### src/design/area_average_image_downscaler_defines.svh
// Assertion macros used by the downscaler top level.
`ifndef AREA_AVERAGE_IMAGE_DOWNSCALER_DEFINES_SVH
`define AREA_AVERAGE_IMAGE_DOWNSCALER_DEFINES_SVH
// consequent must hold in the same cycle as the antecedent
`define AAID_ASSERT_SAME(label, clk, rst_n, ante, cons) \
	label: assert property (@(posedge clk) disable iff (!rst_n) (ante) |-> (cons)) \
		else $error("aaid same-cycle check failed");
// consequent must hold in the cycle after the antecedent
`define AAID_ASSERT_NEXT(label, clk, rst_n, ante, cons) \
	label: assert property (@(posedge clk) disable iff (!rst_n) (ante) |=> (cons)) \
		else $error("aaid next-cycle check failed");
`endif

### src/design/aaid_pkg.sv
// Shared constants, codes and controller/datapath types of the downscaler.
`default_nettype none
package aaid_pkg;
	localparam int MAX_SOURCE_SIZE_D  = 4096;
	localparam int MAX_TARGET_WIDTH_D = 1024;
	localparam int PIX_W       = 8;
	localparam int COL_W       = 10;
	localparam int ROW_W       = 12;
	localparam int CFG_IDX_W   = 3;
	localparam int CFG_DATA_W  = 13;
	localparam int SRC_REG_W   = 13;
	localparam int TGT_W_REG_W = 11;
	localparam int DIV_STEPS   = 8;
	localparam int DIV_CNT_W   = $clog2(DIV_STEPS);

	// configuration register indexes
	typedef enum logic [CFG_IDX_W-1:0] {
		REG_SOURCE_WIDTH  = 3'd0,
		REG_SOURCE_HEIGHT = 3'd1,
		REG_TARGET_WIDTH  = 3'd2,
		REG_TARGET_HEIGHT = 3'd3
	} cfg_reg_t;

	typedef enum logic [3:0] {
		ST_IDLE,
		ST_CLEAR,
		ST_CALC,
		ST_RD1,
		ST_MUL1,
		ST_MUL2,
		ST_WR0,
		ST_WR1,
		ST_DIV,
		ST_OUTW,
		ST_ADV
	} state_t;

	typedef struct packed {
		logic restart;
		logic latch_pix;
		logic clr_we;
		logic calc;
		logic rd_next;
		logic cap0;
		logic cap1;
		logic mul1;
		logic mul2;
		logic wr0;
		logic wr1;
		logic div_step;
		logic out_load;
		logic adv;
	} ctrl_cmd_t;

	typedef struct packed {
		logic emit;
		logic frame_wrap;
		logic clr_done;
		logic div_done;
		logic out_full;
		logic cfg_restart;
	} ctrl_sts_t;
endpackage
`default_nettype wire

### src/design/aaid_ctrl.sv
// Controller state machine: sequences clear sweep, accumulate, divide and emit.
`default_nettype none
module aaid_ctrl import aaid_pkg::*; (
	input  wire logic clk,
	input  wire logic arst_n,
	input  wire logic in_valid,
	input  wire logic frame_start,
	output logic      in_ready,
	input  wire ctrl_sts_t sts,
	output ctrl_cmd_t cmd
);
	state_t state_q, state_d;
	logic   need_clr_q;
	logic   dirty_q;
	logic   pend_q;

	// next state
	always_comb begin
		state_d = state_q;
		unique case (state_q)
			ST_IDLE: begin
				if (need_clr_q) begin
					state_d = ST_CLEAR;
				end else if (in_valid) begin
					state_d = (frame_start && dirty_q) ? ST_CLEAR : ST_CALC;
				end
			end
			ST_CLEAR: begin
				if (sts.clr_done) begin
					state_d = pend_q ? ST_CALC : ST_IDLE;
				end
			end
			ST_CALC: state_d = ST_RD1;
			ST_RD1:  state_d = ST_MUL1;
			ST_MUL1: state_d = ST_MUL2;
			ST_MUL2: state_d = ST_WR0;
			ST_WR0:  state_d = ST_WR1;
			ST_WR1:  state_d = sts.emit ? ST_DIV : ST_ADV;
			ST_DIV: begin
				if (sts.div_done) begin
					state_d = ST_OUTW;
				end
			end
			ST_OUTW: begin
				if (!sts.out_full) begin
					state_d = ST_ADV;
				end
			end
			ST_ADV:  state_d = ST_IDLE;
			default: state_d = ST_IDLE;
		endcase
	end

	// command outputs
	always_comb begin
		cmd      = '0;
		in_ready = 1'b0;
		unique case (state_q)
			ST_IDLE: begin
				in_ready = !need_clr_q;
				if (in_valid && !need_clr_q) begin
					cmd.latch_pix = 1'b1;
					cmd.restart   = frame_start;
				end
			end
			ST_CLEAR: cmd.clr_we = 1'b1;
			ST_CALC:  cmd.calc = 1'b1;
			ST_RD1: begin
				cmd.rd_next = 1'b1;
				cmd.cap0    = 1'b1;
			end
			ST_MUL1: begin
				cmd.cap1 = 1'b1;
				cmd.mul1 = 1'b1;
			end
			ST_MUL2:  cmd.mul2 = 1'b1;
			ST_WR0:   cmd.wr0 = 1'b1;
			ST_WR1:   cmd.wr1 = 1'b1;
			ST_DIV:   cmd.div_step = 1'b1;
			ST_OUTW:  cmd.out_load = !sts.out_full;
			ST_ADV:   cmd.adv = 1'b1;
			default:  cmd = '0;
		endcase
	end

	// state and bookkeeping flags
	always_ff @(posedge clk or negedge arst_n) begin
		if (!arst_n) begin
			state_q    <= ST_IDLE;
			need_clr_q <= 1'b1;
			dirty_q    <= 1'b0;
			pend_q     <= 1'b0;
		end else begin
			state_q <= state_d;
			if (sts.cfg_restart && dirty_q) begin
				need_clr_q <= 1'b1;
			end else if (sts.clr_done) begin
				need_clr_q <= 1'b0;
			end
			if (sts.clr_done) begin
				dirty_q <= 1'b0;
			end else if (cmd.adv) begin
				dirty_q <= !sts.frame_wrap;
			end
			if (cmd.latch_pix) begin
				pend_q <= 1'b1;
			end else if (cmd.adv) begin
				pend_q <= 1'b0;
			end
		end
	end
endmodule
`default_nettype wire

### config.mk
export PLATFORM = sky130hd
export DESIGN_NAME = aaid_ctrl
export DESIGN_NICKNAME = d
export VERILOG_FILES = /design/src/design/area_average_image_downscaler_defines.svh /design/src/design/aaid_pkg.sv /design/src/design/aaid_ctrl.sv
export SDC_FILE = /design/constraint.sdc
export NUM_CORES = 1
export LEC_CHECK = 0
export ABC_AREA = 1
export CELL_PAD_IN_SITES_DETAIL_PLACEMENT = 1
export CELL_PAD_IN_SITES_GLOBAL_PLACEMENT = 2
export CORE_MARGIN = 1.5
export CORE_UTILIZATION = 30
export CTS_CLUSTER_DIAMETER = 30
export DETAILED_ROUTE_END_ITERATION = 16
export DONT_BUFFER_PORTS = 1
export PLACE_DENSITY_LB_ADDON = 0.1
export SYNTH_ARGS = -nofsm -noshare
export SYNTH_HDL_FRONTEND = slang
export SYNTH_SLANG_ARGS = --single-unit
export TNS_END_PERCENT = 30
### constraint.sdc
create_clock -name clk -period 2.1 [get_ports clk]
set_input_delay 0.315 -clock clk [delete_from_list [all_inputs] [get_ports clk]]
set_output_delay 0.315 -clock clk [all_outputs]
set_load 0.02 [all_outputs]
# After elaboration in Yosys (flattened, before gate mapping)
# Index checks and enable logic that the tools add are counted.
[classes]
n_reduce_logical = 11
muxes = 28
eq_ne = 14
[ops]
columns = ["op", "count"]
rows = [
  ["$pmux 4 s10", 1],
  ["$mux 4", 5],
  ["$eq 4x3->1 const B", 4],
  ["$mux 1", 15],
  ["$mux 2", 7],
  ["$eq 4x4->1 const B", 3],
  ["$eq 4x2->1 const B", 2],
  ["$ne 2x2->1 const B", 3],
  ["$reduce_bool 2->1", 3],
  ["$eq 4x1->1 const B", 1],
  ["$logic_not 4->1", 1],
  ["$reduce_and 4->1", 1],
  ["$logic_and 1x1->1", 3],
  ["$logic_not 1->1", 3],
  ["$ne 3x3->1 const B", 1],
]
[totals]
ff_bits = 7
elab_cells = 57
out_inout_bits = 15
in_bits = 10

# Depth between registers and ports, before layout
[logic_depth]
word_depth = 5
depth_mapped = 8
mapped_depth_nobuf = 8

# Worst setup path after synthesis
# Ideal clock, no wire load.
[synth_timing]
path_type = "flip-flop to output port"
from = "reg state_q[3]"
to = "out cmd[13] (netlist name)"
required_time_ns = 1.785
path_buffers = 0
path_slack_ns = 0.394
arrival_ns = 1.391
path_stages_with_launch = 6
path_cell_list = "dfrtp_1 -> nor2_1 -> nand2_1 -> nor2_1 -> nand2_1 -> nor2_1"
[synth_lines]
columns = ["item", "line_no", "rtl"]
rows = [
  ["start, declared", "aaid_ctrl.sv:12", "state_t state_q, state_d;"],
  ["start signal, assigned", "aaid_ctrl.sv:94", "state_q <= state_d;"],
  ["end, declared", "aaid_ctrl.sv:10", "output ctrl_cmd_t cmd"],
]

==> results.md <==
* YS warnings at 0
* Initial Utilization at a little under a third
* Status: finished, final reports clean
* Hold-fix buffers, CTS at 1
* Synth Register Bits at 7
* Startpoint Class: flip-flop
* Syn_area_per_cell at ~6.4 um^2
* Slowest stage delay, CP at between 400 and 500 ps
* Fin Hold WS at approximately 130 ps
* Via count at roughly 530
* Final net count at about 100
* Post-CTS resize count at 0
* Fin crit period at 1800 ps
* IO buf count at 0
* CTS Sinks at 7
* Initial drt markers at 13
* CP Data Required Time at ~1800 ps
* CP Max Fanout at 5
* Layout cell share with drive strength beyond 1 at 28.9%
* Cell taking the most area after synthesis: dfrtp_1
* Seq/Total Area, Yosys at between 30% and 40%
* Via density at between 4 and 5
* Setup TNS at 0 ps
* Antenna-violating nets left at 0
* Final core occ at a little over a third
* Final hold violations at 0
* Area Growth Syn to Fin at 14.0%
* Tcrit/Tclk final at ~86%
* CTS tree: built
* Htree depth at 1
* CP Capture Type: output pin
* Maximum VDD drop at 0.553 mV
* Postcts setup bufs at 0
* First-pass GRT wire length at approximately 2300 um
* DRT Pass-1 Iters at 4
* Top cells by area, synth: dfrtp_1 28%, nand2_1 11%, nor2_1 9.8%, nand2_2 9.3%, inv_1 8.4%
* R2r startpoint: state_q[2]
* CTS Buf Count at 3
* Largest net degree at the start of global routing at 8
* Post-route DRC at 0
* Fin area at 612 um^2
* Final WL at about 1400 um
* Distinct cell type count after synthesis at 17
* Worst Max-Slew Pin Slew at between 600 and 700 ps
* Combinational power share at between 60% and 70%
* Non-Filler Instances at ~120
* Commonest cells after routing, fill and taps aside: 16 x nand2_1, 14 x nor2_1, 12 x inv_1
* Predominant post-synthesis flop cell: dfrtp_1
* CP most frequent cell: nor2_1
* Vias in the first global route at between 500 and 600
* # diodes at 0
* Most common cell after layout, fill and taps aside: nand2_1
* CP arrival at ~1500 ps
* Setup crit start: state_q[3]
* P_int at around 0.44 mW
* Core Footprint at between 0.0015 and 0.002 mm^2
* Power Dens Cells at roughly 1600 mW/mm^2
* Grt total ovfl at 0
* Placed cell count at 110
* GRT Util Overall at between 10% and 20%
* Total chip power at 0.993 mW
* Pre-CTS setup slack at roughly 560 ps
* Total leakage power at roughly 0.33 nW
* P_sw at 0.554 mW
* Post-Syn Nets at between 90 and 100
* Clock latency on the worst-skew pair at 260 ps
* Hold crit path type: in -> reg
* DP Wirelength at roughly 1100 um
* I/O pin total at 25
* FP Rows at 15
* Unrepaired setup endpoints after global routing: no
* WL/cell at around 12 um
* HP Start: sts[3]
* Root Buffer: clkbuf_4
* Slew Limit Fails at 0
* Synth top area share at between 20% and 30%
* Asr flop ratio synth at 100%
* Mapped Cells at between 80 and 90
* Sw frac at 55.8%
* Peak Freq at roughly 0.55 GHz
* Fin worst setup slack at 297 ps
* Die area at slightly above 0.002 mm^2
* Register clock-pin slew on the reported worst setup and hold paths at 50 ps
* Slowest cell on crit path: dfrtp_1
* Die X at 45.3 um
* Sequential Power Share at about a quarter
* Initial antenna violation count at 0
* Clk pwr share at between 10% and 20%
* Die height at between 40 and 50 um
* WS Path Type: reg -> out
* Clock skew at between 0.7 and 0.8 ps
* Slew margin rel. at between 50 and 60%
* Mapped Area at 537 um^2
* Post-DP Area at 576 um^2
* RD Place Congestion at between 0.7 and 0.8
* Final setup vio count at 0
* Max Buffers Root-to-Sink at 2
* Number of synthesized flops with an enable pin at 0
* CP Cell Sequence: nor2_1 -> nand2_1 -> nor2_1 -> nand2_1 -> nor2_1
* Max-Cap Viols at 0
==> routing by layer <==
| layer | up-vias | part of all wire, % | track usage [%] |
|---|---|---|---|
| li1 | 262 | - | - |
| met1 | 255 | 45 | 20.2 |
| met2 | 12 | 48 | 24.6 |
| met3 | 2 | 5.4 | 8.00 |
| met4 | 0 | 0.86 | 3.53 |
| met5 | - | 0 | 0 |
==> flip-flops by register name (all words and copies together), names as in the netlist <==
| register | flops |
|---|---|
| state_q | 4 |
| pend_q | 1 |
| dirty_q | 1 |
| need_clr_q | 1 |
==> Yosys cell counts (2+ instances only) <==
cell,count
a21oi_1,2
buf_4,2
dfrtp_1,6
inv_1,12
inv_2,3
nand2_1,16
nand2_2,8
nand3_1,4
nor2_1,14
nor2_2,7
o21ai_0,4
==> kinds of logic after synthesis <==
family          after synthesis  share of synthesized area, %
flops                         7                          32.9
compound gates                8                          7.93
buf+inv                      18                          14.0
simple gates                 51                          45.2
==> path summary, 6_finish.rpt <==
kind	cells past startpoint	slack [ps]	to
max in group asynchronous	1	1400	need_clr_q
worst min-delay path	1	130	need_clr_q
worst max register to register	8	740	state_q[1]
worst max-delay path	5	300	cmd[13]
min in group asynchronous	1	400	pend_q
worst min register to register	2	520	pend_q
==> power groups by stage <==
stage,Sequential [mW],Clock (mW),Combinational (mW)
floorplan,0.233,0,0.512
global placement,0.246,0,0.619
detailed placement,0.247,0,0.621
CTS,0.245,0.136,0.629
global route,0.255,0.140,0.695
finish,0.245,0.126,0.621
==> final cells by class <==
type / instances / area [um^2]
multi-input cells: 59 / 285
flip-flops and latches: 7 / 176
inverters: 16 / 60.1
clock buffers: 4 / 26.3
fillers: 230 / 1100
repair buffers: 4 / 32.5
well taps: 25 / 31.3
==> worst max-delay path, delay by kind of cell (launching register included) <==
family	cells	cell delay (ps)
DFF	1	430
and+or+nand+nor	5	800
Power figures use the tool's default switching activity.
